===== src/quaternion_blend_crossover_assert.svh =====
// Assertion macros for the quaternion blend crossover block.
// Used by the top level only; the assertions drop out when SYNTH is defined.
`ifndef QUATERNION_BLEND_CROSSOVER_ASSERT_SVH
`define QUATERNION_BLEND_CROSSOVER_ASSERT_SVH
`ifndef SYNTH
// Same-cycle implication under a synchronous active-low reset.
`define QBC_ASSERT_IMP(lbl, clk, rstn, ante, cons) \
  lbl: assert property (@(posedge clk) disable iff (!rstn) (ante) |-> (cons)) \
    else $error("qbc assertion failed");
// Next-cycle implication under a synchronous active-low reset.
`define QBC_ASSERT_NXT(lbl, clk, rstn, ante, cons) \
  lbl: assert property (@(posedge clk) disable iff (!rstn) (ante) |=> (cons)) \
    else $error("qbc assertion failed");
`else
`define QBC_ASSERT_IMP(lbl, clk, rstn, ante, cons)
`define QBC_ASSERT_NXT(lbl, clk, rstn, ante, cons)
`endif
`endif


===== src/qbc_pkg.sv =====
// Shared widths and types for the quaternion blend crossover pipeline.
// No dependencies; used by every module of the block.
`default_nettype none
package qbc_pkg;
  // Blended component with eight guard bits: magnitude stays below 2^26.
  localparam int QW = 28;
  // Sum of four squared components.
  localparam int SW = 56;
  // Normalized square-root operand: top bit lands at bit 60 or 61.
  localparam int XW = 62;
  // Square root of the normalized operand.
  localparam int NW = 31;
  // Half of the normalizing shift.
  localparam int KW = 5;
  // Partial remainder width in the root and quotient cells.
  localparam int RMW = 33;
  // Number of even-shift normalizing cells (shifts 32, 16, 8, 4, 2).
  localparam int NS = 5;
  // One root bit per cell.
  localparam int SQ = NW;

  typedef struct packed {
    logic flip;
    logic degen;
  } flags_t;
endpackage
`default_nettype wire


===== src/qbc_norm_cell.sv =====
// One normalizing cell: shifts the root operand left by an even amount
// when its top bits are clear. Depends on qbc_pkg.
`default_nettype none
module qbc_norm_cell #(
  parameter int AMT = 32
) (
  input  logic                     clk,
  input  logic                     en,
  input  logic [qbc_pkg::XW-1:0]   x_in,
  input  logic [qbc_pkg::KW-1:0]   k_in,
  output logic [qbc_pkg::XW-1:0]   x_out,
  output logic [qbc_pkg::KW-1:0]   k_out
);
  localparam int XW = qbc_pkg::XW;
  localparam int KW = qbc_pkg::KW;

  logic [XW-1:0] x_r, x_nxt;
  logic [KW-1:0] k_r, k_nxt;

  // Shift when the top AMT bits are all zero.
  always_comb begin
    if (x_in[XW-1 -: AMT] == '0) begin
      x_nxt = x_in << AMT;
      k_nxt = k_in + KW'(AMT / 2);
    end else begin
      x_nxt = x_in;
      k_nxt = k_in;
    end
  end

  always_ff @(posedge clk) begin
    if (en) begin
      x_r <= x_nxt;
      k_r <= k_nxt;
    end
  end

  assign x_out = x_r;
  assign k_out = k_r;
endmodule
`default_nettype wire


===== config.mk =====
export PLATFORM = sky130hd
export DESIGN_NAME = qbc_norm_cell
export DESIGN_NICKNAME = d
export VERILOG_FILES = /design/src/quaternion_blend_crossover_assert.svh /design/src/qbc_pkg.sv /design/src/qbc_norm_cell.sv
export SDC_FILE = /design/constraint.sdc
export NUM_CORES = 1
export LEC_CHECK = 0
export BUFFER_PORTS_ARGS = -buffer_cell sky130_fd_sc_hd__buf_2
export CORE_MARGIN = 5
export CORE_UTILIZATION = 35
export DETAILED_ROUTE_END_ITERATION = 8
export MAX_ROUTING_LAYER = met4
export PLACE_DENSITY = 0.71
export SLEW_MARGIN = 20
export SYNTH_ARGS = -nofsm -noshare
export SYNTH_HDL_FRONTEND = slang
export SYNTH_SLANG_ARGS = --single-unit

===== constraint.sdc =====
create_clock -name clk -period 1.52 [get_ports clk]
set_clock_uncertainty 0.1 [all_clocks]
set_input_delay 0.304 -clock clk [delete_from_list [all_inputs] [get_ports clk]]
set_output_delay 0.304 -clock clk [all_outputs]
set_load 0.02 [all_outputs]

==> flow_summary.yaml <==
job:
  max_cap_violations: 0
status:
  status: "finished with violations"
  violations: "setup timing"
sta:
  final_max_slew_viol_count: 0
  worst_slew_pin_slew_ns: 0.365
  hold_ws_ns: 0.0424
  layout_setup_ws_ns: -0.0114
  rsz0062_at_grt: "yes"
  hold_viol_final: 0
  finalCriticalPeriod_ns: 1.53
  setup_viol: 14
  max_freq_mhz: 653
  final_min_period_over_clock_period: 1.01
  slew_headroom: 0.757
  final.setup.tns_ns: -0.0931
worst_setup_path:
  worst-path-max-fanout: 7
  cp_slowest_cell: "nor4_4"
  crit_type: "input port to flop"
  max_stage_delay_ns: 0.29
  arrival_ns: 1.52
  cp.required_ns: 1.51
  critPathBufInv: 4
  cp_top_family: "simple AND/OR/NAND/NOR gates"
  startpoint_type: "input port"
  critical_path.cell_chain: "buf_2 -> nor4_4 -> buf_4 -> nand4_1 -> nor2_4 -> buf_6 -> clkbuf_16 -> nor2b_1"
  cp-end-kind: "flop"
routing:
  postRouteAntennaNets: 0
  routed_wl_mm: 6.39
  num_vias: 1851
  drcViolationCount: 0
  vias_per_cell: 4.42
  dr.first_iter.drc_count: 60
  wl_per_cell_um: 15.3
  first_pass_iters: 4
clocking:
  clock-sinks: 67
  cts-root-buf: "clkbuf_8"
  clock_path_buffers: 2
  cts_tree: "done"
  postCtsHoldBufs: 0
  cts_buffers: 9
  cts_max_level: 3
  clk_pin_slew_ns: 0.07
grt:
  grt_usage: 0.143
  use_met2: 0.233
  antenna_found_initial: 0
  grt_pass1_wl_mm: 9.28
  grt_max_degree: 68
  grt_overflow: 0
  met3_usage: 0.0313
  grt_pass1_vias: 1958
  grt_util_met1: 0.167
  top_usage_layer: "met2"
synth:
  ys.warnings.count: 0
  ys_types: 11
  netlist_instances: 147
  syn_avg_cell_area_um2: 17.6
  synth_seq_cells: 67
  synth_fp_nets: 216
  syn_area_um2: 2580
  seq_area_frac_synth: 0.780
cells_and_area:
  layout.nets: 386
  drive_gt1_frac: 0.597
  multi_input_area_um2: 581
  areaGrowthSynthToFinish_pct: 51.6
  fillers: 668
  layout_commonest_cell: "buf_2"
  ff_latch_area_um2: 2010
  antenna_cells: 0
  final_cell_mix: "133 x buf_2, 67 x edfxtp_1, 30 x a21o_1"
hold_path:
  min_path_type: "input port to flop"
power_and_ir_drop:
  power_leakage_nw: 1.79
  power_w: 0.00401
  ir_drop_mv: 0.449
  powerDensity_nw_per_um2: 1020
die:
  dieArea_um2: 9190
  dieWidth_um: 95.9
  core_area_um2: 7210
  fp-row-count: 31
  start_util: 0.358
  die_h_um: 95.9
  ioPinCount: 136
placement:
  place_congestion: 0.771
  hpwlAfterDp_mm: 4.44
  io_buffers: 135
## timing repair
action / in CTS / in global routing
gates cloned: 2 / 2
endpoints found under the setup margin: 61 / 57
gates resized for setup: 14 / 8
pin swaps: 3 / 6
buffers inserted: 2 / 0
## cell families (layout without fill, tap and decap cells)
logic type / count (synthesis) / count (layout) / synth area share
AOI/OAI and AO/OA: 30 / 30 / 0.0873
xor gates and xnor gates: 1 / 1 / 0.00631
buffers and inverters: 8 / 181 / 0.0252
DFF: 67 / 67 / 0.780
and+or+nand+nor: 41 / 41 / 0.101
## area by class of cell
cell class / instances / share of cell area
clock buffer: 10 / 0.0326
multi-input combinational: 72 / 0.148
sequential: 67 / 0.514
timing repair buffer: 167 / 0.268
clock inverter: 4 / 0.00512
tap: 99 / 0.0317
## synthesized netlist by cell type (all sizes together)
cell / n / share of area
edfxtp: 67 / 0.78
xor2: 1 / 0.0063
nor2b: 30 / 0.073
nor4: 8 / 0.019
a21o: 30 / 0.087
clkbuf: 2 / 0.0029
buf: 6 / 0.022
nor2: 1 / 0.0044
nand4: 2 / 0.0048
## stage by stage
stage               instance area, um^2  setup WS (ns)  instances  utilization
floorplan                          2580       -0.00286        147            -
global placement                   3550         -0.490        399        0.492
detailed placement                 3550         -0.531        399        0.492
CTS                                3830       -0.00878        417        0.531
global route                       3910        -0.0599        419        0.542
finish                             3910        -0.0114        419        0.542
## routing by layer
layer | routed length (um) | vias to the layer above
met1 | 2640 | 874
met5 | 0 | -
li1 | - | 895
met4 | 64 | 0
met2 | 3280 | 76
met3 | 397 | 6
## path summary, 6_finish.rpt
check / depth (start not counted) / start / endpoint / slack (ns)
hold / removal: 1 / k_in[1] / k_out[1]$_DFFE_PP_ / 0.04
setup / recovery: 8 / x_in[39] / x_out[1]$_SDFFCE_PN0P_ / -0.01
## where the power goes
part | total (W) | internal (W) | switching, W
clock | 0.00118 | 0.000560 | 0.000617
sequential | 0.00223 | 0.00219 | 0.0000332
combinational | 0.000602 | 0.000246 | 0.000356
## sequential cells by signal (all words and copies together), names as in the netlist
register and flops:
k_out 5, x_out 62
Note: power is estimated with default switching activity, not from simulation.
