===== config.mk =====
export PLATFORM = sky130hd
export DESIGN_NAME = qbc_sqrt_cell
export DESIGN_NICKNAME = d
export VERILOG_FILES = /design/src/quaternion_blend_crossover_assert.svh /design/src/qbc_pkg.sv /design/src/qbc_sqrt_cell.sv
export SDC_FILE = /design/constraint.sdc
export NUM_CORES = 1
export LEC_CHECK = 0
export BUFFER_PORTS_ARGS = -buffer_cell sky130_fd_sc_hd__buf_2
export CAP_MARGIN = 25
export CORE_UTILIZATION = 49
export DETAILED_ROUTE_END_ITERATION = 7
export PLACE_DENSITY_LB_ADDON = 0.12
export SLEW_MARGIN = 20
export SYNTH_ARGS = -nofsm -noshare
export SYNTH_HDL_FRONTEND = slang
export SYNTH_SLANG_ARGS = --single-unit

===== constraint.sdc =====
create_clock -name clk -period 3 [get_ports clk]
set_input_delay 0.3 -clock clk [delete_from_list [all_inputs] [get_ports clk]]
set_output_delay 0.3 -clock clk [all_outputs]
set_load 0.03 [all_outputs]

===== src/quaternion_blend_crossover_assert.svh =====
// Assertion macros for the quaternion blend crossover block.
// Used by the top level only; the assertions drop out when SYNTH is defined.
`ifndef QUATERNION_BLEND_CROSSOVER_ASSERT_SVH
`define QUATERNION_BLEND_CROSSOVER_ASSERT_SVH
`ifndef SYNTH
// Same-cycle implication under a synchronous active-low reset.
`define QBC_ASSERT_IMP(lbl, clk, rstn, ante, cons) \
  lbl: assert property (@(posedge clk) disable iff (!rstn) (ante) |-> (cons)) \
    else $error("qbc assertion failed");
// Next-cycle implication under a synchronous active-low reset.
`define QBC_ASSERT_NXT(lbl, clk, rstn, ante, cons) \
  lbl: assert property (@(posedge clk) disable iff (!rstn) (ante) |=> (cons)) \
    else $error("qbc assertion failed");
`else
`define QBC_ASSERT_IMP(lbl, clk, rstn, ante, cons)
`define QBC_ASSERT_NXT(lbl, clk, rstn, ante, cons)
`endif
`endif


===== src/qbc_pkg.sv =====
// Shared widths and types for the quaternion blend crossover pipeline.
// No dependencies; used by every module of the block.
`default_nettype none
package qbc_pkg;
  // Blended component with eight guard bits: magnitude stays below 2^26.
  localparam int QW = 28;
  // Sum of four squared components.
  localparam int SW = 56;
  // Normalized square-root operand: top bit lands at bit 60 or 61.
  localparam int XW = 62;
  // Square root of the normalized operand.
  localparam int NW = 31;
  // Half of the normalizing shift.
  localparam int KW = 5;
  // Partial remainder width in the root and quotient cells.
  localparam int RMW = 33;
  // Number of even-shift normalizing cells (shifts 32, 16, 8, 4, 2).
  localparam int NS = 5;
  // One root bit per cell.
  localparam int SQ = NW;

  typedef struct packed {
    logic flip;
    logic degen;
  } flags_t;
endpackage
`default_nettype wire


===== src/qbc_sqrt_cell.sv =====
// One restoring square-root cell: takes two operand bits, yields one root bit.
// Depends on qbc_pkg.
`default_nettype none
module qbc_sqrt_cell (
  input  logic                      clk,
  input  logic                      en,
  input  logic [qbc_pkg::XW-1:0]    x_in,
  input  logic [qbc_pkg::RMW-1:0]   rem_in,
  input  logic [qbc_pkg::NW-1:0]    root_in,
  output logic [qbc_pkg::XW-1:0]    x_out,
  output logic [qbc_pkg::RMW-1:0]   rem_out,
  output logic [qbc_pkg::NW-1:0]    root_out
);
  localparam int XW  = qbc_pkg::XW;
  localparam int RMW = qbc_pkg::RMW;
  localparam int NW  = qbc_pkg::NW;

  logic [XW-1:0]  x_r;
  logic [RMW-1:0] rem_r, rem_nxt;
  logic [NW-1:0]  root_r, root_nxt;

  // Trial subtraction of 4*root+1 from the extended remainder.
  always_comb begin
    logic [RMW+1:0] cur, trial;
    cur   = {rem_in, x_in[XW-1 -: 2]};
    trial = {{(RMW+2-NW-2){1'b0}}, root_in, 2'b01};
    if (cur >= trial) begin
      rem_nxt  = RMW'(cur - trial);
      root_nxt = {root_in[NW-2:0], 1'b1};
    end else begin
      rem_nxt  = cur[RMW-1:0];
      root_nxt = {root_in[NW-2:0], 1'b0};
    end
  end

  always_ff @(posedge clk) begin
    if (en) begin
      x_r    <= x_in << 2;
      rem_r  <= rem_nxt;
      root_r <= root_nxt;
    end
  end

  assign x_out    = x_r;
  assign rem_out  = rem_r;
  assign root_out = root_r;
endmodule
`default_nettype wire


==> summary.md <==
| Metric | Value |
|---|---|
| Syn Std Cell Area | 6490 µm² |
| PwrDens | 654 nW/µm² |
| CP Launch Point | rem_in[1] |
| Post-CTS Setup Bufs | 0 |
| GRT Util Overall | 24.2% |
| Wirelength per Cell | 17.3 µm |
| Critical Path End | rem_out[22] |
| Drt pass-1 iters | 6 |
| Final setup viols | 0 |
| Die area | 13,700 µm² |
| Max-cap viol count | 0 |
| Final Slew Violations | 0 |
| Setup crit start kind | input pin |
| WP data required | 3.17 ns |
| Post-route core utilization | 67.1% |
| Leading register cell type out of synthesis | edfxtp_1 |
| Peak supply drop | 0.000290 V |
| Synth Area per Inst | 12.7 µm² |
| Area grow syn2layout | 32.1% |
| Setup slack after layout | 0.568 ns |
| Vias in the first global route | 4,831 |
| Leakage power | ~3.8 nW |
| DRC | 0 |
| Most frequent cell after synthesis | edfxtp_1 |
| Max Fclk | between 400 and 500 MHz |
| Critical Path End Type | register |
| # nets final | ~950 |
| CTS tree | done |
| Asr flop ratio synth | 0% |
| Synth warn | 0 |
| Row count | between 40 and 50 |
| Post-Route WL | 16,800 µm |
| I/O Buffers | 251 |
| Antenna diodes | 0 |
| Vias/cell | 5.32 |
| RSZ-0062 raised after global routing | false |
| Commonest cells post-synth | 124 x edfxtp_1, 50 x inv_1, 37 x a21oi_1 |
| HPWL reported at the end of detailed placement | about 13,000 µm |
| Routed vias | 5,151 |
| Crit Path Class | in2reg |
| Post-cts sizing count | 0 |
| Hold WC Path Type | in2reg |
| Non-Filler Instances | approximately 970 |
| Worst-path fanout max | 6 |
| TritonCTS buffer count | 17 |
| Cells after synthesis | approximately 500 |
| Initial Utilization | 50.8% |
| Synth Register Bits | approximately 120 |
| CTS sink count | 124 |
| Share of cells above drive strength 1 | 41.9% |
| Outcome | complete, no violations |
| Core ar. | 12,800 µm² |
| Grt total ovfl | 0 |
| Antenna violations before repair | 1 |
| Post-synth EDFFs | 124 |
| Clk pin slew, worst setup/hold paths | 0.06 ns |
| Largest net degree at the start of global routing | 50 |
| Die X | 117 µm |
| Synth top area cells | edfxtp_1 57%, ha_1 6.4%, mux2_4 4.2% |
| Max-slew headroom | 68.1% |
| Post-synthesis cell type count | 60 |
| First-pass GRT wire length | 24,700 µm |
| Final Hold Fails | 0 |
| Top-area cell type share of the netlist area | between 50% and 60% |
| Routed Antenna Nets | 0 |
| Final cycle utilization of the critical path | roughly 81% |
| Root Buffer | clkbuf_16 |
| I/O Pins | 254 |
| CP Data Arrival Time | 2.60 ns |
| Worst slew pin tran | 0.467 ns |
| Final setup TNS | 0 ns |
| Seq/Total Area, Yosys | a little under three fifths |
| Largest area contributor in the netlist | edfxtp_1 |
| Post-Place Cells | 937 |
| First DRT Iteration DRCs | 377 |
| Post-CTS Hold Buffers | 0 |
| Min Tclk post-route | 2.43 ns |
| Pre-CTS WS | 0.145 ns |
| Routability-driven placement congestion ratio | around 0.85 |
| Clock Path Buffers | 2 |
| Htree depth | 4 |
| Die Ht | 117 µm |
[cell type report]
cell class / instances / area [µm²]
fill: 995 / 4200
sequential: 124 / 3720
multi-input combinational: 325 / 2440
timing repair buffer: 265 / 1380
clock buffer: 17 / 425
tap: 172 / 215
inverter: 51 / 204
clock inverter: 15 / 190
[report_power, final]
part	switching (mW)	internal, mW	total (mW)	leakage, nW
clock	0.804	1.32	2.13	0.299
combinational	0.838	0.475	1.31	2.29
sequential	0.0420	2.12	2.16	1.21
[how the worst min path moves through the flow]
stage | startpoint | endpoint | slack (ns) | depth (start not counted)
2_1_floorplan | root_in[9] | root_out[10] | 0.40 | 0
3_3_place_gp | x_in[27] | x_out[29] | 0.48 | 1
3_5_place_dp | x_in[21] | x_out[23] | 0.48 | 1
4_1_cts | x_in[8] | x_out[10] | 0.04 | 1
5_1_grt | x_in[21] | x_out[23] | 0.04 | 1
6_report | x_in[17] | x_out[19] | 0.06 | 1
[flip-flops by register name (all words and copies together) (netlist names)]
name / count
root_out: 31
x_out: 60
rem_out: 33
[logic make-up after synthesis]
group / Yosys count / synth area share [%]
buf+inv: 65 / 5.15
mux: 28 / 5.82
fa+ha+maj: 33 / 6.36
simple gates: 111 / 8.37
other cells: 1 / 0.0578
xor+xnor: 24 / 3.24
flops: 124 / 57.4
compound gates: 127 / 13.6
[metrics by stage]
stage	hold WS, ns	cell area (µm²)	power [mW]
final	0.0613	8570	5.60
after global routing	0.0388	8570	5.83
after CTS	0.0420	8570	5.65
after detailed placement	0.479	7960	3.51
after global placement	0.477	7960	3.48
after floorplan	0.399	6490	3.09
[critical path, cell delays in order]
cell and delay (ns):
buf_2 0.11, ha_1 0.40, o21ai_0 0.26, a2111oi_0 0.12, buf_4 0.16, nor3_1 0.32, o21bai_1 0.16, a221oi_1 0.42
xnor2_1 0.11, mux2_4 0.26
[routing by layer]
| metal | part of all wire (%) | GRT usage, % |
|---|---|---|
| met4 | 2.1 | 8.61 |
| met1 | 41 | 28.9 |
| met5 | 0.11 | 0 |
| met2 | 49 | 41.3 |
| met3 | 7.8 | 7.67 |
[cell usage in the layout (no fill, tap or decap), types with 3 or more instances in the layout]
| cell type | n |
|---|---|
| nand2_1 | 30 |
| nand3_1 | 12 |
| o211ai_1 | 10 |
| mux2i_1 | 4 |
| nand4_1 | 6 |
| o31ai_1 | 6 |
| xnor2_1 | 22 |
| a2111oi_0 | 3 |
| a21oi_2 | 3 |
| a21o_1 | 4 |
| o21bai_1 | 5 |
| nand2b_1 | 6 |
| mux2_2 | 6 |
| nor4_1 | 5 |
| o21ai_0 | 20 |
| mux2_4 | 18 |
| edfxtp_1 | 124 |
| bufinv_16 | 3 |
| ha_1 | 33 |
| buf_4 | 14 |
| a211oi_1 | 4 |
| o21a_1 | 7 |
| clkinv_4 | 5 |
| nor3_1 | 11 |
| and3_1 | 4 |
| clkbuf_16 | 17 |
| a221oi_1 | 3 |
| buf_2 | 250 |
| nor2_1 | 27 |
| a211o_1 | 3 |
| inv_1 | 50 |
| a21oi_1 | 37 |
(Power assumes the default switching activity.)
