<file path="src/quaternion_blend_crossover_assert.svh">
// Assertion macros for the quaternion blend crossover block.
// Used by the top level only; the assertions drop out when SYNTH is defined.
`ifndef QUATERNION_BLEND_CROSSOVER_ASSERT_SVH
`define QUATERNION_BLEND_CROSSOVER_ASSERT_SVH
`ifndef SYNTH
// Same-cycle implication under a synchronous active-low reset.
`define QBC_ASSERT_IMP(lbl, clk, rstn, ante, cons) \
  lbl: assert property (@(posedge clk) disable iff (!rstn) (ante) |-> (cons)) \
    else $error("qbc assertion failed");
// Next-cycle implication under a synchronous active-low reset.
`define QBC_ASSERT_NXT(lbl, clk, rstn, ante, cons) \
  lbl: assert property (@(posedge clk) disable iff (!rstn) (ante) |=> (cons)) \
    else $error("qbc assertion failed");
`else
`define QBC_ASSERT_IMP(lbl, clk, rstn, ante, cons)
`define QBC_ASSERT_NXT(lbl, clk, rstn, ante, cons)
`endif
`endif

</file>
<file path="src/qbc_pkg.sv">
// Shared widths and types for the quaternion blend crossover pipeline.
// No dependencies; used by every module of the block.
`default_nettype none
package qbc_pkg;
  // Blended component with eight guard bits: magnitude stays below 2^26.
  localparam int QW = 28;
  // Sum of four squared components.
  localparam int SW = 56;
  // Normalized square-root operand: top bit lands at bit 60 or 61.
  localparam int XW = 62;
  // Square root of the normalized operand.
  localparam int NW = 31;
  // Half of the normalizing shift.
  localparam int KW = 5;
  // Partial remainder width in the root and quotient cells.
  localparam int RMW = 33;
  // Number of even-shift normalizing cells (shifts 32, 16, 8, 4, 2).
  localparam int NS = 5;
  // One root bit per cell.
  localparam int SQ = NW;

  typedef struct packed {
    logic flip;
    logic degen;
  } flags_t;
endpackage
`default_nettype wire

</file>
<file path="src/qbc_div_cell.sv">
// One restoring division cell: yields one quotient bit of the scaled
// component over the norm. Depends on qbc_pkg.
`default_nettype none
module qbc_div_cell #(
  parameter bit FIRST = 1'b0,
  parameter int QBW   = 15
) (
  input  logic                      clk,
  input  logic                      en,
  input  logic [qbc_pkg::RMW-1:0]   rem_in,
  input  logic [QBW-1:0]            quo_in,
  input  logic [qbc_pkg::NW-1:0]    n,
  output logic [qbc_pkg::RMW-1:0]   rem_out,
  output logic [QBW-1:0]            quo_out
);
  localparam int RMW = qbc_pkg::RMW;

  logic [RMW-1:0] rem_r, rem_nxt;
  logic [QBW-1:0] quo_r, quo_nxt;

  // The first cell compares the operand as is; later cells double it.
  always_comb begin
    logic [RMW-1:0] t, ne;
    t  = FIRST ? rem_in : (rem_in << 1);
    ne = {{(RMW-qbc_pkg::NW){1'b0}}, n};
    if (t >= ne) begin
      rem_nxt = t - ne;
      quo_nxt = {quo_in[QBW-2:0], 1'b1};
    end else begin
      rem_nxt = t;
      quo_nxt = {quo_in[QBW-2:0], 1'b0};
    end
  end

  always_ff @(posedge clk) begin
    if (en) begin
      rem_r <= rem_nxt;
      quo_r <= quo_nxt;
    end
  end

  assign rem_out = rem_r;
  assign quo_out = quo_r;
endmodule
`default_nettype wire

</file>
<file path="config.mk">
export PLATFORM = sky130hd
export DESIGN_NAME = qbc_div_cell
export DESIGN_NICKNAME = d
export VERILOG_FILES = /design/src/quaternion_blend_crossover_assert.svh /design/src/qbc_pkg.sv /design/src/qbc_div_cell.sv
export SDC_FILE = /design/constraint.sdc
export NUM_CORES = 1
export LEC_CHECK = 0
export ABC_CLOCK_PERIOD_IN_PS = 4000
export BUFFER_PORTS_ARGS = -buffer_cell sky130_fd_sc_hd__buf_2
export CAP_MARGIN = 20
export CELL_PAD_IN_SITES_DETAIL_PLACEMENT = 1
export CELL_PAD_IN_SITES_GLOBAL_PLACEMENT = 1
export CORE_MARGIN = 3
export CORE_UTILIZATION = 39
export CTS_BUF_LIST = sky130_fd_sc_hd__clkbuf_16
export DETAILED_ROUTE_END_ITERATION = 7
export GPL_TIMING_DRIVEN = 0
export PLACE_DENSITY = 0.81
export SLEW_MARGIN = 20
export SYNTH_ARGS = -nofsm -noshare
export SYNTH_HDL_FRONTEND = slang
export SYNTH_SLANG_ARGS = --single-unit
</file>
<file path="constraint.sdc">
create_clock -name clk -period 4 [get_ports clk]
set_clock_uncertainty 0.2 [all_clocks]
set_input_delay 0.2 -clock clk [delete_from_list [all_inputs] [get_ports clk]]
set_output_delay 0.2 -clock clk [all_outputs]
set_load 0.01 [all_outputs]
</file>
==> results of run 1 <==
cells by family after synthesis:
family / Yosys count
AO/OA/AOI/OAI: 97
XOR/XNOR: 27
adder cells (fa/ha/maj): 32
buffers and inverters: 57
flip-flops: 48
multiplexers: 33
AND/OR/NAND/NOR: 77
worst paths after layout:
| path | start | endpoint | slack [ps] |
|---|---|---|---|
| max | rem_in[0] | rem_out[32]$_DFFE_PP_ | 620 |
| min | rem_in[27] | rem_out[28]$_DFFE_PP_ | 20 |
synth_stat cells (all sizes together), types with 8 or more instances:
library cell	instances	area, µm²
mux2	28	420.4
nor2	21	78.83
inv	44	167.7
xnor2	20	175.2
nand3	8	40.04
a21oi	29	145.1
buf	9	128.9
nand2	19	71.32
ha	31	387.9
edfxtp	48	1441
o21ai	11	55.05
a21o	17	128.9
flip-flops by register name, indices dropped and copies added, names as in the netlist:
| register | cells |
|---|---|
| quo_out | 15 |
| rem_out | 33 |
layer usage:
metal	vias to the layer above	global-route usage
met4	0	0.03927
met1	1600	0.2373
met3	5	0.02228
met2	97	0.3228
met5	-	0
li1	1650	-
layout make-up:
class,count,area [µm²]
plain buffers,13,155.1
clock buffers,5,125.1
clock inverters,3,68.82
fillers,1168,4732
inverters,44,167.7
multi-input cells,266,2190
flip-flops and latches,48,1441
well taps,133,166.4
repair buffers,140,773.2
where the power goes:
group,internal (W),switching [W]
Clock,0.000361,0.000199
Sequential,0.000644,0.0000165
Combinational,0.000323,0.000318
worst max-delay path, stage by stage:
cell       delay, ps
buf_2            100
inv_1             70
fa_1             460
nor2b_1          200
o2111ai_1        150
a31oi_1          340
nor4_1           120
o31a_2           390
o41ai_1          730
a21oi_1          170
a21oi_1          190
mux2i_1          200
per-stage QoR:
step / utilization / std cells / area, µm² / setup slack, ps
floorplan: - / 371 / 3954 / 835.8
finish: 0.5181 / 652 / 5087 / 624.5
detailed placement: 0.4838 / 630 / 4751 / 355.4
global placement: 0.4838 / 630 / 4751 / 422.8
CTS: 0.5178 / 652 / 5085 / 674.7
global route: 0.5181 / 652 / 5087 / 479.7
==> results.md, run 1 <==
* Final setup viols at 0
* Core area at 9819 µm²
* Post-synthesis simple-gate area fraction at 0.09968
* Worst slew pin tran at 804.0 ps
* Adder-cell area share of the yosys netlist at 0.1032
* CP Data Required Time at between 3000 and 4000 ps
* Period utilization at 0.8439
* FMAX at between 0.2 and 0.3 GHz
* Post-synth net total at around 480
* Sink Count at 48
* Share of post-route cells with drive strength above 1 at 0.3565
* Commonest non-fill, non-tap cells in the layout: buf_2, edfxtp_1, inv_1
* CP endpoint kind: flop
* Clock Path Buffers at 2
* Vias in the first global route at roughly 3,500
* Main synth FF type: edfxtp_1
* Fin crit period at 3376 ps
* Final wirelength at about 10,000 µm
* CTS buffer count at 5
* I/O pin cnt at 129
* Routability-driven placement congestion ratio at approximately 0.85
* Most common cell after layout, fill and taps aside: buf_2
* H-tree levels at 2
* DR WL met3 at 448 µm
* Area of the die at roughly 11,000 µm²
* CTS tree: yes
* Hpwl dp at 8284 µm
* Final global-route overflow total at 0
* EDFF count, synth at 48
* Gr usage total at 0.1818
* Startpoint types: input port
* Syn avg cell area at between 10 and 15 µm²
* Post-CTS sizing at 0
* Syn Std Cell Area at 3954 µm²
* # rows at 36
* CTS clk-pin slew, worst paths at 80 ps
* LEAKAGE at 2.468 nW
* CTS root buf: clkbuf_16
* Status: completed
* CTS Hold Bufs at 14
* Uppermost layer routed: met4
* Fin nets at 631
* Post-route ant nets at 0
* Tightest Hold Check Type: input port to flop
* Mux contribution to synthesized area at 0.1190
* Post-Synth XOR/XNOR Area at 0.05981
* Max-slew violations at 0
* Antenna Cells at 0
* Seq/Total Area, Yosys at 0.3646
* CP Data Arrival Time at between 3000 and 4000 ps
* Routed vias at 3,352
* First-pass GRT wire length at approximately 17,000 µm
* DRC errors left at 0
* Via/cell ratio at roughly 5.1
* Drt first pass iters at 4
* Met2 WL post-DR at between 5000 and 6000 µm
* Buffers on Ports at 126
* P per Cell Area at 365.8 nW/µm²
* Pwr Total at between 0.0015 and 0.002 W
* Main combinational cell family by area after synthesis: compound AO/OA/AOI/OAI gates
* Initial core utilization at 0.4027
* Yosys cell types at 55
* Fin. Hold Viols at 0
* Met1 WL at about 4600 µm
* Max Cap Violations at 0
* Synth Register Bits at 48
* Crit path kind: input port to flop
* Die height at around 110 µm
* YS warnings at 0
* Synth-to-Final Area Change at 28.67%
* WL/cell at 16.03 µm
* Worst Hold Slack at between 15 and 20 ps
* Pin count of the biggest net entering global routing at 49
* Max VDD drop at about 170 µV
* Post-synthesis async set-or-reset flop share at 0
* Post-synthesis instance total at ~370
* Setup TNS at 0 ps
* Slew HR at 0.4570
* Iter 0 DRT Violations at approximately 130
* Chip width at 106.7 µm
* Synth Area in Compound Gates at 0.1722
* Hold Path Cell Cnt at 2
* RSZ-0062 raised after global routing: false
* Setup bufs post-CTS at 0
* CP Max Fanout at 3
* Initial antenna violation count at 0
No activity file was read; power rests on OpenSTA's default activity.
==> inputs of run 2 (changes only) <==
Settings changed: ABC_AREA from default to 1, ABC_CLOCK_PERIOD_IN_PS 4000 to 3200, CORE_UTILIZATION 39 to 37.
Clock period 4 ns to 3.2 ns, I/O delays scaled along.
==> results.md, run 2 <==
* Most common cell after layout, fill and taps aside: nand2_1
* CTS tree: yes
* Sink Count at 48 (unchanged)
* Core area at 12,360 µm² (+26%)
* Max FFs per register at 33 (unchanged)
* Clock power share at 0.278 (-0.023)
* Hpwl dp at 13,460 µm (+63%)
* Chip width at 119.9 µm (+12%)
* Post-CTS sizing at 0 (unchanged)
* Met2 WL post-DR at 8254 µm (+57%)
* Period utilization at 0.8561
* Mux contribution to synthesized area at 0 (-0.1190)
* Hold EP: rem_out[18]$_DFFE_PP_
* Sw Ratio at 0.3594 (+0.07276)
* Yosys cell types at 29 (-47%)
* Start point of the worst min-delay path: rem_in[17]
* # rows at 40 (+11%)
* Via/cell ratio at 4.742 (-7.8%)
* Post-synth top cells: nand2_1, inv_1, edfxtp_1
* Area of the die at 14,370 µm² (+26%)
* Vias in the first global route at 5,610 (+61%)
* RSZ-0062 raised after global routing: false
* WL/cell at 15.54 µm (-3.0%)
* I/O pin cnt at 129 (unchanged)
* Worst slew pin tran at 674.1 ps (-129.9 ps)
* Largest area contributor in the netlist: edfxtp_1
* LEAKAGE at 3.602 nW (+46%)
* Adder-cell area share of the yosys netlist at 0.08498 (-0.01818)
* CP cell instances: dlygate4sd3_1 > buf_2 > ha_1 > nand2_2 > nor2_2 > nand2_1 > nor2_4 > nand4_4 > clkbuf_1 > nand4_1 > nand2_1
* Hold Path Cell Cnt at 3 (+1)
* Antenna Cells at 0 (unchanged)
* Synth Register Bits at 48 (unchanged)
* Post-synth net total at 855 (+77%)
* Synth-to-Final Area Change at 27.22%
* Routability-driven placement congestion ratio at 0.9053 (+6.1%)
* CP Data Arrival Time at 2600 ps (-730 ps)
* Share of post-route cells with drive strength above 1 at 0.2199 (-0.1366)
* Main synth FF type: edfxtp_1
* Startpoint types: input port
* Post-synthesis instance total at 742 (+100%)
* Synth top area share at 0.3003 (-0.06424)
* Fin nets at 1,017 (+61%)
* Sequential power share at 0.352 (-0.003)
* DRC errors left at 0 (unchanged)
* Fin crit period at about 2700 ps
* Die height at 119.9 µm (+12%)
* Synth top area cells: edfxtp_1, nand2_1, inv_1
* Clock Path Buffers at 2 (unchanged)
* Seq/Total Area, Yosys at 0.3003 (-0.06424)
* Tightest Hold Check Type: input port to flop
* Setup TNS at 0 ps (unchanged)
* Most frequent CP cell: nand2_1
* Syn Std Cell Area at 4800 µm² (+21%)
* Slew HR at 0.5506 (+0.09364)
* Most frequent cell after synthesis: nand2_1
* Max VDD drop at 208.1 µV (+25%)
* Worst path slowest cell: dlygate4sd3_1
* Post-synthesis simple-gate area fraction at 0.4106 (+0.3109)
* Iter 0 DRT Violations at 197 (+55%)
* Final wirelength at 16,680 µm (+60%)
* Main combinational cell family by area after synthesis: simple AND/OR/NAND/NOR gates
* H-tree levels at 2 (unchanged)
* Synth Area in Compound Gates at 0.02086 (-0.1513)
* Routed vias at 5,088 (+52%)
* Status: completed
* Fin. Hold Viols at 0 (unchanged)
* DR WL met3 at 619 µm (+38%)
* Final setup viols at 0 (unchanged)
* Slowest stage delay, CP at 550 ps (-180 ps)
* Pin count of the biggest net entering global routing at 49 (unchanged)
* Uppermost layer routed: met4
* Final global-route overflow total at 0 (unchanged)
* Met1 WL at 7485 µm (+61%)
* CTS clk-pin slew, worst paths at 80 ps (about the same)
* Gr usage total at 0.2399 (+0.05807)
* Initial core utilization at 0.3883 (-0.01439)
* P per Cell Area at 381.9 nW/µm² (+4.4%)
* Max Cap Violations at 0 (unchanged)
* Final cell utilization of the core at 0.4939 (-0.02417)
* First-pass GRT wire length at 27,460 µm (+65%)
* CP endpoint kind: flop
* Buffers on Ports at 126 (unchanged)
* CTS buffer count at 5 (unchanged)
* FMAX at ~0.37 GHz
* Crit path kind: input port to flop
* Comb pwr share at 0.370 (+0.025)
* EDFF count, synth at 48 (unchanged)
* CP Max Fanout at 10 (+7)
* NetSw at 0.0008380 W (+57%)
* Syn avg cell area at 6.468 µm² (-39%)
* Drt first pass iters at 4 (unchanged)
* Post-Synth XOR/XNOR Area at 0.02737 (-0.03244)
* Post-synthesis async set-or-reset flop share at 0 (unchanged)
* Int Power at 0.001494 W (+13%)
* CP Data Required Time at 3060 ps (-890 ps)
* CTS root buf: clkbuf_16
* Commonest non-fill, non-tap cells in the layout: nand2_1, inv_1, buf_2
* Post-route ant nets at 0 (unchanged)
* Max-slew violations at 0 (unchanged)
* Initial antenna violation count at 0 (unchanged)
* YS warnings at 0 (unchanged)
==> run 2: cell type report <==
type | count | area, µm²
multi-input combinational | 508 | 2610
sequential | 48 | 1441
clock buffer | 5 | 125.1
inverter | 174 | 653.1
buffer | 12 | 95.09
fill | 1682 | 6256
clock inverter | 3 | 47.55
timing repair buffer | 155 | 923.4
tap | 168 | 210.2
==> run 2: repair_timing <==
action / 4_1_cts / 5_1_grt
endpoints found under the hold margin: 27 / 2
buffers inserted: 0 / 0
hold buffers: 27 / 2
==> run 2: critical path, delay by kind of cell <==
family	cells	cell delay [ps]
fa+ha+maj	1	420
simple gates	7	1020
buf+inv	3	1010
==> run 2: routing by layer <==
metal | vias up | global-route usage
met5 | - | 0
met3 | 21 | 0.03723
met1 | 2369 | 0.2980
met2 | 110 | 0.4319
li1 | 2588 | -
met4 | 0 | 0.06371
==> run 2: worst max-delay path by stage <==
stage	from	to	slack [ps]	cells past startpoint
CTS	rem_in[23]	rem_out[8]$_DFFE_PP_	450	11
detailed placement	rem_in[20]	rem_out[8]$_DFFE_PP_	630	10
floorplan	n[8]	rem_out[26]$_DFFE_PP_	1220	15
global placement	rem_in[20]	rem_out[10]$_DFFE_PP_	710	10
finish	rem_in[23]	rem_out[8]$_DFFE_PP_	460	11
global route	rem_in[23]	rem_out[1]$_DFFE_PP_	320	11
==> run 2: cells by family after synthesis <==
| logic type | after synthesis |
|---|---|
| flip-flops | 48 |
| buffers and inverters | 186 |
| adder cells (fa/ha/maj) | 32 |
| XOR/XNOR | 15 |
| AND/OR/NAND/NOR | 442 |
| AO/OA/AOI/OAI | 19 |
==> run 2: through the flow <==
step,cell area [µm²],hold WS [ps],total power [W],instances,worst slack [ps]
after global placement,5640,136.7,0.001631,1036,708.4
after CTS,6083,0.3834,0.002348,1071,451.0
after detailed placement,5640,139.3,0.001666,1036,633.8
after floorplan,4800,58.87,0.001359,742,1224
final,6106,8.138,0.002332,1073,460.5
after global routing,6106,17.92,0.002492,1073,319.3
==> run 2: power groups by stage <==
stage                     Combinational [W]  Sequential, W  Clock (W)
after detailed placement           0.000833       0.000833          0
final                              0.000863       0.000820   0.000649
after global routing               0.000973       0.000829   0.000690
after global placement             0.000803       0.000828          0
after CTS                          0.000865       0.000821   0.000662
after floorplan                    0.000480       0.000880          0
==> inputs of run 3 (changes only) <==
Settings changed: ABC_CLOCK_PERIOD_IN_PS 3200 to 3500, CORE_UTILIZATION 37 to 40, PLACE_DENSITY 0.81 to 0.87.
Clock period 3.2 ns to 3.5 ns, I/O delays scaled along.
==> results.md, run 3 (same netlist as run 2, synthesis figures left out) <==
* Initial antenna violation count at 0 (unchanged)
* Hold EP: rem_out[27]$_DFFE_PP_
* Clock power share at 0.278 (about the same)
* Antenna Cells at 0 (unchanged)
* Hold Path Cell Cnt at 3 (unchanged)
* Iter 0 DRT Violations at 287 (+46%)
* Pwr Total at 0.002115 W (-9.3%)
* Area of the multi-input gates at 2610 µm² (unchanged)
* Int Power at 0.001356 W (-9.2%)
* Max-slew violations at 0 (unchanged)
* Most common cell after layout, fill and taps aside: nand2_1
* CP Max Fanout at 3 (-7)
* FMAX at around 0.40 GHz
* Share of post-route cells with drive strength above 1 at 0.2233 (+0.003455)
* Core area at 11,560 µm² (-6.4%)
* Pin count of the biggest net entering global routing at 49 (unchanged)
* Area of the die at 13,350 µm² (-7.1%)
* NetSw at 0.0007584 W (-9.5%)
* Gr usage total at 0.2550 (+0.01512)
* Max VDD drop at 173.3 µV (-17%)
* RSZ-0062 raised after global routing: false
* CTS clk-pin slew, worst paths at 80 ps (about the same)
* Buffers on Ports at 126 (unchanged)
* # fillers at 1,603 (-4.7%)
* Post-CTS sizing at 0 (unchanged)
* CTS buffer count at 5 (unchanged)
* First-pass GRT wire length at 26,720 µm (-2.7%)
* Initial core utilization at 0.4150 (+0.02676)
* Start point of the worst min-delay path: rem_in[26]
* Sink Count at 48 (unchanged)
* Seq. cell area at 1441 µm² (unchanged)
* DRC errors left at 0 (unchanged)
* WL/cell at 16.07 µm (+3.4%)
* CTS root buf: clkbuf_16
* H-tree levels at 2 (unchanged)
* Die height at 115.5 µm (-3.6%)
* Drt first pass iters at 5 (+1)
* Routed vias at 5,056 (-0.63%)
* Vias in the first global route at 5,346 (-4.7%)
* Status: completed
* I/O pin cnt at 129 (unchanged)
* Synth-to-Final Area Change at 23.64%
* Comb pwr share at 0.367 (-0.003)
* P per Cell Area at 356.3 nW/µm² (-6.7%)
* Crit path kind: input port to flop
* Hpwl dp at 13,420 µm (-0.33%)
* Tightest Hold Check Type: input port to flop
* Worst slew pin tran at 655.4 ps (-18.73 ps)
* Max FFs per register at 33 (unchanged)
* Slew HR at 0.5631 (+0.01249)
* CP Data Required Time at 3380 ps (+320 ps)
* Via/cell ratio at 4.890 (+3.1%)
* Commonest non-fill, non-tap cells in the layout: nand2_1, inv_1, buf_2
* Fin. Hold Viols at 0 (unchanged)
* CP Data Arrival Time at 2400 ps (-200 ps)
* CTS tree: yes
* CP endpoint kind: flop
* Routability-driven placement congestion ratio at 0.9035 (-0.20%)
* Final global-route overflow total at 0 (unchanged)
* Post-route ant nets at 0 (unchanged)
* CTS Hold Bufs at 15 (-44%)
* Setup bufs post-CTS at 0 (unchanged)
* Fin crit period at around 2500 ps
* Fin nets at 1,003 (-1.4%)
* LEAKAGE at 3.544 nW (-1.6%)
* Max Cap Violations at 0 (unchanged)
* Period utilization at 0.7219
* Final wirelength at 16,620 µm (-0.34%)
* Chip width at 115.5 µm (-3.6%)
* Startpoint types: input port
* Setup ws final at 973.5 ps (+513.0 ps)
* Sw Ratio at 0.3586 (-0.0007303)
* Sequential power share at 0.355 (+0.003)
* Final setup viols at 0 (unchanged)
* Setup TNS at 0 ps (unchanged)
* Clock Path Buffers at 2 (unchanged)
* # rows at 39 (-2.5%)
* Setup WS pre-CTS at 927.6 ps (+293.9 ps)
run 3: changes by cell type in the layout (fill, tap and decap cells not counted), sizes merged:
cell	delta
dlygate4sd3	-14
run 3: how the worst max path moves through the flow:
stage                     startpoint               endpoint  slack [ps]
after floorplan                 n[8]  rem_out[26]$_DFFE_PP_        1510
final                           n[0]  rem_out[28]$_DFFE_PP_         970
after detailed placement  rem_in[22]   rem_out[2]$_DFFE_PP_         930
after global placement    rem_in[22]  rem_out[24]$_DFFE_PP_        1020
after CTS                       n[0]  rem_out[28]$_DFFE_PP_        1000
after global routing            n[0]  rem_out[30]$_DFFE_PP_         810
run 3: power by group through the flow:
stage,clock network (W),logic (W),registers [W]
6_report,0.000588,0.000777,0.000750
5_1_grt,0.000620,0.000875,0.000758
4_1_cts,0.000603,0.000778,0.000750
3_5_place_dp,0,0.000758,0.000762
3_3_place_gp,0,0.000731,0.000757
2_1_floorplan,0,0.000439,0.000804
run 3: worst max-delay path, cell delays in order:
cell and delay, ps:
dlygate4sd3_1 540, buf_2 160, fa_1 440, inv_1 100
nand2_1 50, nand2_1 70, and2_1 210, nand3_1 90
nand2_1 210, nand2_1 110, nand3_1 90, nand2_1 60
nand2_1 60, nand2_1 40
run 3: area by class of cell:
class                      instances  area share
inverter                         174      0.1101
clock buffer                       5     0.02108
buffer                            12     0.01602
clock inverter                     3    0.008012
timing repair buffer             141      0.1320
tap                              143     0.03015
multi-input combinational        508      0.4398
sequential                        48      0.2429
run 3: per-layer routing:
| layer | GRT usage | wire, µm | up-vias | share of wire |
|---|---|---|---|---|
| met4 | 0.05399 | 267 | 0 | 0.016 |
| li1 | - | - | 2552 | - |
| met3 | 0.03133 | 665 | 14 | 0.040 |
| met2 | 0.4591 | 8353 | 109 | 0.50 |
| met5 | 0 | 0 | - | 0 |
| met1 | 0.3277 | 7333 | 2381 | 0.44 |
run 3: per-stage QoR:
stage	util	hold slack [ps]	instances	area, µm²
2_1_floorplan	-	73.87	742	4800
3_3_place_gp	0.4850	152.0	1011	5609
3_5_place_dp	0.4850	153.7	1011	5609
4_1_cts	0.5129	0.7607	1034	5932
5_1_grt	0.5131	14.33	1034	5934
6_report	0.5131	1.461	1034	5934
